[src/sv/pet_pkg.sv]
// types and constants of the partition entry table
// no dependencies
`timescale 1ns / 1ps
package pet_pkg;
	localparam int MaxSlots = 128;
	localparam int SlotW = $clog2(MaxSlots);
	localparam int CntW = $clog2(MaxSlots + 1);
	localparam int EntryW = 448;

	typedef enum logic [1:0] {
		CMD_ADD = 2'd0, CMD_DEL = 2'd1, CMD_EDIT = 2'd2, CMD_LOOKUP = 2'd3
	} cmd_t;

	typedef enum logic [2:0] {
		ST_OK = 3'd0, ST_REVERSED = 3'd1, ST_OVERLAP = 3'd2, ST_NOT_FOUND = 3'd3,
		ST_EXISTS = 3'd4, ST_FULL = 3'd5, ST_NO_KEY = 3'd6
	} status_t;

	typedef enum logic [2:0] {
		S_CLEAR, S_IDLE, S_FIND, S_CHECK, S_WRITE, S_READ, S_OUT
	} state_t;

	typedef struct packed {
		logic [63:0] id_lo;
		logic [63:0] id_hi;
		logic [63:0] type_lo;
		logic [63:0] type_hi;
		logic [63:0] first_block;
		logic [63:0] last_block;
		logic [63:0] attributes;
	} entry_t;

	typedef struct packed {
		logic             load;
		logic             start_find;
		logic             start_check;
		logic             do_write;
		logic             do_clear_slot;
		logic             clear_sweep;
		logic             latch_read;
		logic [SlotW-1:0] addr;
		logic             scan_en;
	} dp_cmd_t;

	typedef struct packed {
		logic             hit;
		logic [SlotW-1:0] hit_slot;
		logic             overlap;
		logic             free;
		logic [SlotW-1:0] free_slot;
		logic             reversed;
		logic             new_key_zero;
		logic             key_zero;
		logic [CntW-1:0]  active;
	} dp_stat_t;
endpackage

[src/sv/pet_ctrl.sv]
// command sequencer of the partition entry table
// depends on pet_pkg
`timescale 1ns / 1ps
module pet_ctrl (
	input  logic                  clk,
	input  logic                  arst_n,
	input  logic                  s_tvalid,
	output logic                  s_tready,
	input  logic [1:0]            command,
	output logic                  m_tvalid,
	input  logic                  m_tready,
	output logic [2:0]            status,
	output logic [6:0]            slot,
	output logic                  show_found,
	output pet_pkg::dp_cmd_t      cmd,
	input  pet_pkg::dp_stat_t     stat
);
	pet_pkg::state_t state_q, state_d;
	logic [pet_pkg::CntW-1:0] idx_q, idx_d;
	logic [1:0] op_q;
	logic [2:0] status_q, status_d;
	logic [pet_pkg::SlotW-1:0] slot_q, slot_d;
	logic found_q, found_d, m_valid_q, m_valid_d;
	logic scan_q;

	always_ff @(posedge clk or negedge arst_n) begin
		if (!arst_n) begin
			state_q <= pet_pkg::S_CLEAR;
			idx_q <= '0;
			m_valid_q <= 1'b0;
			op_q <= pet_pkg::CMD_ADD;
			status_q <= pet_pkg::ST_OK;
			slot_q <= '0;
			found_q <= 1'b0;
			scan_q <= 1'b0;
		end else begin
			state_q <= state_d;
			idx_q <= idx_d;
			m_valid_q <= m_valid_d;
			status_q <= status_d;
			slot_q <= slot_d;
			found_q <= found_d;
			scan_q <= cmd.scan_en;
			if (s_tvalid && s_tready) begin
				op_q <= command;
			end
		end
	end

	always_comb begin
		state_d = state_q;
		idx_d = idx_q;
		status_d = status_q;
		slot_d = slot_q;
		found_d = found_q;
		m_valid_d = m_valid_q && !m_tready;
		cmd = '0;
		cmd.addr = idx_q[pet_pkg::SlotW-1:0];
		s_tready = 1'b0;
		unique case (state_q)
			pet_pkg::S_CLEAR: begin
				cmd.clear_sweep = 1'b1;
				idx_d = idx_q + 1'b1;
				if (idx_q == pet_pkg::CntW'(pet_pkg::MaxSlots - 1)) begin
					state_d = pet_pkg::S_IDLE;
				end
			end
			pet_pkg::S_IDLE: begin
				s_tready = !m_valid_q || m_tready;
				if (s_tvalid && s_tready) begin
					cmd.load = 1'b1;
					cmd.start_find = 1'b1;
					idx_d = stat.active;
					state_d = pet_pkg::S_FIND;
				end
			end
			pet_pkg::S_FIND: begin
				// scan high to low, one read per cycle, then wait for the last read to be compared
				cmd.addr = pet_pkg::SlotW'(idx_q - 1'b1);
				if (idx_q != '0) begin
					cmd.scan_en = 1'b1;
					idx_d = idx_q - 1'b1;
				end else if (!scan_q) begin
					priority if (op_q == pet_pkg::CMD_ADD || op_q == pet_pkg::CMD_EDIT) begin
						cmd.start_check = 1'b1;
						idx_d = stat.active;
						state_d = pet_pkg::S_CHECK;
					end else if (stat.key_zero) begin
						status_d = pet_pkg::ST_NO_KEY;
						state_d = pet_pkg::S_OUT;
					end else if (!stat.hit) begin
						status_d = pet_pkg::ST_NOT_FOUND;
						state_d = pet_pkg::S_OUT;
					end else begin
						status_d = pet_pkg::ST_OK;
						slot_d = stat.hit_slot;
						state_d = (op_q == pet_pkg::CMD_DEL) ? pet_pkg::S_WRITE :
							pet_pkg::S_READ;
						idx_d = pet_pkg::CntW'(stat.hit_slot);
					end
				end
			end
			pet_pkg::S_CHECK: begin
				cmd.addr = pet_pkg::SlotW'(idx_q - 1'b1);
				if (idx_q != '0) begin
					cmd.scan_en = 1'b1;
					idx_d = idx_q - 1'b1;
				end else if (!scan_q) begin
					state_d = pet_pkg::S_OUT;
					priority if (stat.reversed) begin
						status_d = pet_pkg::ST_REVERSED;
					end else if (stat.overlap) begin
						status_d = pet_pkg::ST_OVERLAP;
					end else if (op_q == pet_pkg::CMD_ADD && stat.new_key_zero) begin
						status_d = pet_pkg::ST_NO_KEY;
					end else if (op_q == pet_pkg::CMD_EDIT && stat.key_zero) begin
						status_d = pet_pkg::ST_NO_KEY;
					end else if (op_q == pet_pkg::CMD_ADD && stat.hit) begin
						status_d = pet_pkg::ST_EXISTS;
					end else if (op_q == pet_pkg::CMD_ADD && !stat.free) begin
						status_d = pet_pkg::ST_FULL;
					end else if (op_q == pet_pkg::CMD_EDIT && !stat.hit) begin
						status_d = pet_pkg::ST_NOT_FOUND;
					end else begin
						status_d = pet_pkg::ST_OK;
						slot_d = (op_q == pet_pkg::CMD_ADD) ? stat.free_slot :
							stat.hit_slot;
						idx_d = pet_pkg::CntW'(slot_d);
						state_d = pet_pkg::S_WRITE;
					end
				end
			end
			pet_pkg::S_WRITE: begin
				cmd.do_write = op_q != pet_pkg::CMD_DEL;
				cmd.do_clear_slot = op_q == pet_pkg::CMD_DEL;
				state_d = pet_pkg::S_OUT;
			end
			pet_pkg::S_READ: begin
				found_d = 1'b1;
				state_d = pet_pkg::S_OUT;
			end
			pet_pkg::S_OUT: begin
				cmd.latch_read = found_q;
				m_valid_d = 1'b1;
				state_d = pet_pkg::S_IDLE;
			end
			default: state_d = pet_pkg::S_IDLE;
		endcase
		if (state_q == pet_pkg::S_IDLE && s_tvalid && s_tready) begin
			status_d = pet_pkg::ST_OK;
			slot_d = '0;
			found_d = 1'b0;
		end
		if (status_d != pet_pkg::ST_OK) begin
			slot_d = '0;
		end
	end

	assign m_tvalid = m_valid_q;
	assign status = status_q;
	assign slot = 7'(slot_q);
	assign show_found = found_q;
endmodule

[config.mk]
export PLATFORM = sky130hd
export DESIGN_NAME = pet_ctrl
export DESIGN_NICKNAME = d
export VERILOG_FILES = /design/src/sv/pet_pkg.sv /design/src/sv/pet_ctrl.sv
export SDC_FILE = /design/constraint.sdc
export NUM_CORES = 1
export LEC_CHECK = 0
export BUFFER_PORTS_ARGS = -buffer_cell sky130_fd_sc_hd__buf_4
export CORE_ASPECT_RATIO = 0.8
export CORE_UTILIZATION = 50
export DETAILED_ROUTE_END_ITERATION = 7
export GPL_TIMING_DRIVEN = 0
export PLACE_DENSITY = 0.87
export SLEW_MARGIN = 30
export SYNTH_ARGS = -nofsm -noshare
export SYNTH_HDL_FRONTEND = slang
export SYNTH_SLANG_ARGS = --single-unit
[constraint.sdc]
create_clock -name clk -period 2.86 [get_ports clk]
set_input_delay 0.143 -clock clk [delete_from_list [all_inputs] [get_ports clk]]
set_output_delay 0.143 -clock clk [all_outputs]
set_load 0.005 [all_outputs]
Yosys cells after proc, flatten, opt, wreduce, memory -nomap -nowiden
Index checks and enable logic that the tools add are counted.

word-level totals
  bits in registers = 26
  bits of input ports = 34
  output and inout port bits = 28

cells by class
  $add $sub $neg = 2
  mux-type cells = 83
  reductions and logical operators = 28
  equality and inequality tests = 41

operators with widths
  operator                                                                number
  8-bit 2-to-1 mux                                                        16
  7-bit 2-to-1 mux                                                        17
  4-bit inequality test (second input constant)                           16
  3-bit 2-to-1 mux                                                        20
  8-bit one-hot mux with 4 select lines                                   1
  2-bit 2-to-1 mux                                                        14
  3-bit inequality test (second input constant)                           9
  3-bit one-hot mux with 5 select lines                                   1
  15-bit AND reduction                                                    1
  7-bit one-hot mux with 2 select lines                                   1
  13-bit AND reduction                                                    1
  1-bit 2-to-1 mux                                                        12
  2-bit inequality test (second input constant)                           6
  1-bit logical AND                                                       10
  3-bit equality test (second input constant)                             3
  8-bit by 1-bit adder with 8-bit output (second input constant)          1
  8-bit by 7-bit equality test with 1-bit output (second input constant)  1
  4-bit nonzero test                                                      2
  8-bit nonzero test                                                      1
  8-bit by 1-bit subtractor with 8-bit output (second input constant)     1
  3-bit by 2-bit equality test with 1-bit output (second input constant)  2
  3-bit one-hot mux with 2 select lines                                   1
  6-bit AND reduction                                                     1
  1-bit zero test                                                         4
  10 further kinds                                                        12

Longest topological paths before layout
Gate-level depths: netlist of the first run.

  word-level depth = 16
  depth in mapped cells = 9
  depth with buffers taken out = 9

Worst setup path after synthesis of the first run
Ideal clock, no wire load.

  path type = reg-to-reg
  start = register idx_q[0] (netlist bit)
  end = register idx_q[6] (netlist bit)
  cell stages (with the launch flop) = 10
  path buffers = 0
  arrival = 2.123 ns
  period minus slack after synthesis = 2.250 ns
  library setup time = 0.127 ns
  path slack = 0.610 ns
  cell sequence = dfrtp_1 -> inv_1 -> ha_1 -> nor3b_1 -> nand2_2 -> nand2_4 -> inv_2 -> a221o_1 -> a222oi_1 -> o21ai_1

between the ends
  word-level cells in the longest chain between the ends = 3

ends and longest elaborated chain
  what                                                                                      RTL line         text
  from (decl)                                                                               pet_ctrl.sv:19   logic [pet_pkg::CntW-1:0] idx_q, idx_d;
  from (signal assigned)                                                                    pet_ctrl.sv:38   idx_q <= idx_d;
  8-bit by 1-bit subtractor with 8-bit output / 8-bit nonzero test (equally long branches)  -
  8-bit 2-to-1 mux (tied with other cells)                                                  pet_ctrl.sv:105  if (idx_q != '0) begin
  8-bit one-hot mux with 4 select lines / 13-bit AND reduction (equally long branches)      -

Several ways; a longest one is shown, not always the timed one.
A chain may end at the register's enable or synchronous reset.

==> results of run 1 <==
[flip-flops by register name, summed over array words and instances, names as in the netlist]
| signal | cells |
|---|---|
| idx_q | 8 |
| show_found | 1 |
| scan_q | 1 |
| state_q | 3 |
| op_q | 2 |
| m_tvalid | 1 |
| slot | 7 |
| status | 3 |
[worst max-delay path: cells and delay by family, from the launching register on]
| family | cells | cell delay [ns] |
|---|---|---|
| buffers and inverters | 3 | 0.62 |
| AOI/OAI and AO/OA | 1 | 0.28 |
| and+or+nand+nor | 4 | 0.67 |
| adders and majority gates | 1 | 0.26 |
| DFF | 1 | 0.47 |
[worst max path at each step]
stage / start / to / slack [ns] / cells past startpoint
after detailed placement: idx_q[0] / idx_q[6] / 0.24 / 9
final: idx_q[0] / cmd[9] / 0.15 / 9
after floorplan: idx_q[0] / idx_q[6] / 0.61 / 9
after global routing: idx_q[0] / cmd[9] / 0.04 / 9
after CTS: idx_q[0] / cmd[9] / 0.07 / 9
after global placement: idx_q[0] / idx_q[6] / 0.29 / 9
[report_power, final]
group | internal [uW] | switching, uW
Combinational | 524 | 612
Sequential | 447 | 83.3
Clock | 188 | 127
Total | 1160 | 822
[final cells by class]
class	instances	area [um2]
Timing Repair Buffer	62	468
Sequential cell	26	651
Inverter	11	41.3
Clock buffer	3	41.3
Multi-Input combinational cell	204	1370
Buffer	17	93.8
Fill cell	342	1190
Tap cell	55	68.8
Clock inverter	1	30.0
[routing by layer]
metal	GRT usage	up-vias	wire [um]
li1	-	1096	-
met1	0.460	1116	2980
met2	0.468	142	2820
met3	0.0581	4	612
met4	0.0270	0	32
met5	0	-	0
[cell families after synthesis]
kind of cell | Yosys count | share of synthesized area
compound gates | 87 | 0.288
fa+ha+maj | 3 | 0.0176
buf+inv | 28 | 0.0632
flops | 26 | 0.304
simple gates | 95 | 0.244
mux | 9 | 0.0421
xor+xnor | 10 | 0.0410
[per-stage QoR]
stage	hold WS (ns)	total power, uW	cells	setup WS, ns	utilization
2_1_floorplan	-0.153	1270	258	0.610	-
5_1_grt	0.0884	2130	379	0.0422	0.699
4_1_cts	0.0653	1960	379	0.0698	0.696
3_3_place_gp	0.0788	1600	374	0.288	0.674
6_report	0.0672	1980	379	0.148	0.699
3_5_place_dp	0.0834	1620	374	0.239	0.674
[cells in the final DEF (no fill, tap or decap), types with 3 or more instances in the layout]
| cell | n |
|---|---|
| sky130_fd_sc_hd__buf_4 | 62 |
| sky130_fd_sc_hd__dfrtp_1 | 26 |
| sky130_fd_sc_hd__nor2_1 | 25 |
| sky130_fd_sc_hd__nand2_1 | 22 |
| sky130_fd_sc_hd__o21ai_0 | 22 |
| sky130_fd_sc_hd__a21oi_1 | 16 |
| sky130_fd_sc_hd__inv_1 | 10 |
| sky130_fd_sc_hd__buf_2 | 9 |
| sky130_fd_sc_hd__nor3_1 | 9 |
| sky130_fd_sc_hd__xnor2_1 | 9 |
| sky130_fd_sc_hd__mux2i_1 | 9 |
| sky130_fd_sc_hd__nand3_1 | 8 |
| sky130_fd_sc_hd__o2bb2ai_1 | 7 |
| sky130_fd_sc_hd__nand2b_1 | 6 |
| sky130_fd_sc_hd__a22oi_1 | 6 |
| sky130_fd_sc_hd__clkbuf_1 | 5 |
| sky130_fd_sc_hd__nor2b_1 | 5 |
| sky130_fd_sc_hd__a31oi_1 | 3 |
| sky130_fd_sc_hd__o211ai_1 | 3 |
| sky130_fd_sc_hd__o221ai_1 | 3 |
| sky130_fd_sc_hd__ha_1 | 3 |
| sky130_fd_sc_hd__clkbuf_8 | 3 |
[repair_timing]
action                                  4_1_cts  5_1_grt
hold endpoints to repair                     26        0
pin swaps                                     0        0
hold buffers                                  1        0
endpoints found under the setup margin        1        1
resized for setup                             1        2
==> flow_summary.yaml, run 1 <==
status:
  run_status: "completed"
clocking:
  cts-buffers-inserted: 3
  path_clk_slew_ns: 0.09
  clk-insertion-delay-late_ns: 0.28
  cts_num_sinks: 26
  postCtsSetupRepairBufs: 0
  cts_tree: "built"
  ctsRootBufferMaster: "sky130_fd_sc_hd__clkbuf_8"
  cts_htree_levels: 1
  clock_path_buffers: 2
setup_path:
  type_of_the_worst_setup_path: "flop to output pin"
  critical-path-max-stage-delay_ns: 0.47
  crit_fanout: 10
  critical_path_s_slowest_cell: "sky130_fd_sc_hd__dfrtp_1"
  rr_endpoint: "idx_q[6]"
  critical_path.startpoint_type: "flop"
  cp_data_arrival_time_ns: 2.57
  r2r.worst_path.cells: 9
  end_kind: "output pin"
  cp_data_required_time_ns: 2.72
  r2r-start: "idx_q[0]"
  r2r_slack_ns: 0.23
  timing.critical_path.cells: "inv_1, ha_1, nor3b_4, and2_1, nand2_1, o21ai_4, buf_2, nor2_1, buf_4"
yosys:
  mappedNetlistArea_um2: 2140
  synth.yosys.warnings: 0
  postSynth.topFlopCell: "sky130_fd_sc_hd__dfrtp_1"
  synth-seq-area-share: 0.304
  ffs_w_async_s_r_synth: 1.00
  most_common_cell_in_the_synthesized_netlist: "sky130_fd_sc_hd__dfrtp_1"
  synth.top_cells.by_area: "sky130_fd_sc_hd__dfrtp_1 30%, sky130_fd_sc_hd__o21ai_0 5.1%, sky130_fd_sc_hd__nor2_1 4.4%"
  netlist_top_cells_count: "26 x sky130_fd_sc_hd__dfrtp_1, 25 x sky130_fd_sc_hd__nor2_1, 22 x sky130_fd_sc_hd__nand2_1, 22 x sky130_fd_sc_hd__o21ai_0, 16 x sky130_fd_sc_hd__a21oi_1"
  synthDistinctLibCells: 63
  synth_nets: 295
  edff_count_synth: 0
  synthCells: 258
  yosysTopAreaCell: "sky130_fd_sc_hd__dfrtp_1"
  ys_seq_elements: 26
  post_synth.cell_area_avg_um2: 8.29
  yosys.area.top_type_share: 0.304
sta:
  finalCriticalPeriod_ns: 2.71
  rsz_0062_raised_after_global_routing: "no"
  setup_tns_ns: 0
  fin_skew_ns: 0.00848
  number_of_endpoints_with_negative_hold_slack_in_the_final_report: 0
  slew_headroom: 0.510
  slew_viol_final: 0
  timing.final.crit_share: 0.948
  max_slew.worst_pin.slew_ns: 0.728
  max_clock_freq_mhz: 369
  timing.final.setup_violations: 0
power:
  vdd_drop_max_mv: 0.390
  power_density_nw_per_um2: 716
  leakagePower_uw: 0.00122
floorplan:
  vertical_extent_of_the_die_um: 60.5
  initial_utilization: 0.541
  chipWidth_um: 75.1
  die-area_um2: 4540
  rows: 20
  core-area_um2: 3950
  boundaryPins: 62
cells_and_area:
  layout-area-overhead-vs-synth_pct: 29.3
  antennaDiodeCount: 0
  postLayoutCellArea_um2: 2770
  post_route_cells_drive_above_1_share: 0.278
  numnets_final: 362
route:
  drt-pass1-iter-count: 5
  dr.first_iter.drc_count: 212
  postRouteWirelength_um: 6450
  drc_errors: 0
  route.detailed.vias_per_inst: 6.22
  routed_wire_length_per_instance_um: 17.0
  final_antenna_net_count: 0
  total_via_count_after_detailed_routing: 2358
global_route:
  antenna_found_initial: 0
  grt_use_total: 0.304
  via_count_of_the_first_global_routing_pass: 2120
  wire_length_of_the_first_global_routing_pass_um: 10500
  grt_max_degree: 27
  gr-total-overflow: 0
hold_path:
  whs_endpoint: "op_q[0]"
  worst_hold_path.num_cells: 3
  hp-class: "input pin to flop"
  hold_path_start: "command[0]"
placement:
  finalWeightedCongestion: 0.999
  place.port_buffers: 61
  hpwl_um: 4750
  placed_cell_area_um2: 2670
job:
  drv_cap: 0
No activity file was read; power rests on OpenSTA's default activity.
==> run 2, diff against run 1 <==
CORE_UTILIZATION = 29   (was 50)
CTS_CLUSTER_DIAMETER = 30   (was default)
PLACE_DENSITY = 0.6   (was 0.87)
REMOVE_ABC_BUFFERS = 1   (was default)
==> run 2 against run 1 <==
  * The flow now finishes with violations (DRC)
  * Worst hold slack worse by 0.016 ns
  * Register-to-register slack worse by 0.02 ns
  * Sequential power up 27%
  * Via count is 8.0% lower
  * Die area rose by 70%
  * Total power down 5.0%
  * Core utilization shrank 31 points
  * Highest routed layer unchanged
==> flow_summary.yaml, run 2 (synthesis gave the netlist of run 1 again) <==
setup_path:
  cp_data_required_time_ns: 3.07
  critical-path-max-stage-delay_ns: 0.46
  critical_path_s_slowest_cell: "sky130_fd_sc_hd__dfrtp_1"
  timing.critical_path.cells: "inv_1, ha_1, nor3b_1, and2_1, a21oi_1, a311oi_2, nand2_1, o2bb2ai_1"
  rr_endpoint: "slot[3]"
  r2r-start: "idx_q[0]"
  crit_end: "slot[3]"
  end_kind: "flop"
  path_buf_inv: 1
  worstSetupPathDepth: 8
  worstSetupStartpoint: "idx_q[0]"
  critical_path.startpoint_type: "flop"
  r2r_slack_ns: 0.21
  r2r.worst_path.cells: 8
  cp_data_arrival_time_ns: 2.86
  worst_path_dominant_cell_family: "simple AND/OR/NAND/NOR gates"
  type_of_the_worst_setup_path: "flop to flop"
  crit_fanout: 7
cells_and_area:
  multiInputGateArea_um2: 1370
  layout-area-overhead-vs-synth_pct: 28.3
  postLayoutCoreUtil: 0.392
  sequential_cell_area_um2: 652
  numnets_final: 350
  antennaDiodeCount: 0
  nFillCells: 694
  largest_register_ffs: 8
  post_route_cells_drive_above_1_share: 0.272
  layout_commonest_cell: "sky130_fd_sc_hd__buf_4"
  layout_common_cells: "66 x sky130_fd_sc_hd__buf_4, 25 x sky130_fd_sc_hd__dfrtp_1, 24 x sky130_fd_sc_hd__nor2_1, 22 x sky130_fd_sc_hd__nand2_1, 22 x sky130_fd_sc_hd__o21ai_0"
  max_flop_register: "idx_q"
  postLayoutCellArea_um2: 2740
route:
  total_via_count_after_detailed_routing: 2169
  dr_wl_met3_um: 476
  dr.first_iter.drc_count: 225
  drt-pass1-iter-count: 7
  met2_wirelength_um: 2770
  final_antenna_net_count: 0
  topRoutingLayerUsed: "met4"
  routed_wire_length_per_instance_um: 16.2
  drc_errors: 2
  postRouteWirelength_um: 6450
  met1_length_um: 3150
  route.detailed.vias_per_inst: 5.44
power:
  switching_power_uw: 781
  power.clock.fraction: 0.173
  power_frac_seq: 0.358
  combPwrFrac: 0.470
  power.switching_fraction: 0.415
  leakagePower_uw: 0.00119
  power_density_nw_per_um2: 685
  intPower_uw: 1100
  vdd_drop_max_mv: 0.216
sta:
  rsz_0062_raised_after_global_routing: "no"
  slew_headroom: 0.544
  timing.final.setup_violations: 0
  max_slew.worst_pin.slew_ns: 0.684
  number_of_endpoints_with_negative_hold_slack_in_the_final_report: 0
  timing.final.crit_share: 0.925
  max_clock_freq_mhz: 378
  setup_tns_ns: 0
  fin_skew_ns: 0.00340
  finalCriticalPeriod_ns: 2.65
  slew_viol_final: 0
floorplan:
  core-area_um2: 6990
  boundaryPins: 62
  vertical_extent_of_the_die_um: 78.8
  chipWidth_um: 98.0
  die-area_um2: 7720
  initial_utilization: 0.306
  rows: 27
global_route:
  gr-total-overflow: 0
  wire_length_of_the_first_global_routing_pass_um: 10600
  grt_max_degree: 27
  antenna_found_initial: 0
  via_count_of_the_first_global_routing_pass: 2090
  grt_use_total: 0.172
clocking:
  path_clk_slew_ns: 0.10
  clock_path_buffers: 2
  cts-buffers-inserted: 3
  cts_htree_levels: 1
  ctsRootBufferMaster: "sky130_fd_sc_hd__clkbuf_8"
  clk-insertion-delay-late_ns: 0.29
  cts_tree: "built"
  cts_num_sinks: 26
status:
  violations: "DRC"
  run_status: "complete, but fails checks"
placement:
  placed_cell_area_um2: 2610
  hpwl_um: 4760
  finalWeightedCongestion: 0.852
  place.port_buffers: 61
hold_path:
  hp-class: "input pin to flop"
job:
  drv_cap: 0
## run 2: cell types whose count changed in the layout (fill, tap and decap cells not counted)
cell | previous run | this run
sky130_fd_sc_hd__nor3b_1 | 2 | 3
sky130_fd_sc_hd__buf_2 | 9 | 0
sky130_fd_sc_hd__nor2_2 | 0 | 1
sky130_fd_sc_hd__dfrtp_1 | 26 | 25
sky130_fd_sc_hd__nor2b_1 | 5 | 4
sky130_fd_sc_hd__buf_4 | 62 | 66
sky130_fd_sc_hd__nor3b_4 | 1 | 0
sky130_fd_sc_hd__buf_6 | 2 | 0
sky130_fd_sc_hd__clkbuf_1 | 5 | 0
sky130_fd_sc_hd__nor2_1 | 25 | 24
sky130_fd_sc_hd__dfrtp_2 | 0 | 1
sky130_fd_sc_hd__nor2b_2 | 0 | 1
## run 2: worst min path at each step
stage	start	slack, ns	to	cells past startpoint
after CTS	command[0]	0.06	op_q[0]	3
after floorplan	arst_n	-0.15	idx_q[0]	0
after global routing	command[1]	0.07	op_q[1]	3
after global placement	arst_n	0.09	m_tvalid	1
after detailed placement	arst_n	0.09	m_tvalid	1
final	command[0]	0.05	op_q[0]	3
## run 2: metrics by stage
stage | setup slack, ns | std cells | power, uW | hold slack [ns]
after floorplan | 0.555 | 241 | 1200 | -0.153
after global placement | -0.0151 | 389 | 1530 | 0.0913
after detailed placement | -0.0736 | 389 | 1550 | 0.0863
after global routing | 0.0182 | 399 | 2030 | 0.0736
after CTS | 0.119 | 394 | 1870 | 0.0565
final | 0.213 | 399 | 1880 | 0.0514
## run 2: routing by layer
layer  vias up  track usage
li1       1065            -
met1      1020        0.249
met2        80        0.264
met3         4       0.0335
met4         0       0.0379
met5         -            0
## run 2: cell type report
class,count,area share
inverter,11,0.0150
tap,87,0.0397
multi-input combinational,204,0.497
clock inverter,1,0.0109
sequential,26,0.238
timing repair buffer,67,0.184
clock buffer,3,0.0150
## run 2: worst reg2reg max path: stages (launching register included)
cell and delay [ns]:
sky130_fd_sc_hd__dfrtp_1 0.46, sky130_fd_sc_hd__inv_1 0.18, sky130_fd_sc_hd__ha_1 0.23, sky130_fd_sc_hd__nor3b_1 0.41, sky130_fd_sc_hd__and2_1 0.24, sky130_fd_sc_hd__a21oi_1 0.12
sky130_fd_sc_hd__a311oi_2 0.44, sky130_fd_sc_hd__nand2_1 0.28, sky130_fd_sc_hd__o2bb2ai_1 0.21
## run 2: repair_timing
item / CTS / global route
setup buffers: 0 / 5
hold buffers: 1 / 0
pin swaps: 0 / 1
setup endpoints to repair: 8 / 8
hold endpoints to repair: 26 / 0
resized for setup: 2 / 1
## run 2: power groups by stage
stage | Combinational, uW | Clock (uW) | Sequential [uW]
finish | 883 | 325 | 672
global route | 991 | 340 | 700
CTS | 878 | 325 | 665
detailed placement | 874 | 0 | 673
global placement | 861 | 0 | 672
floorplan | 581 | 0 | 620
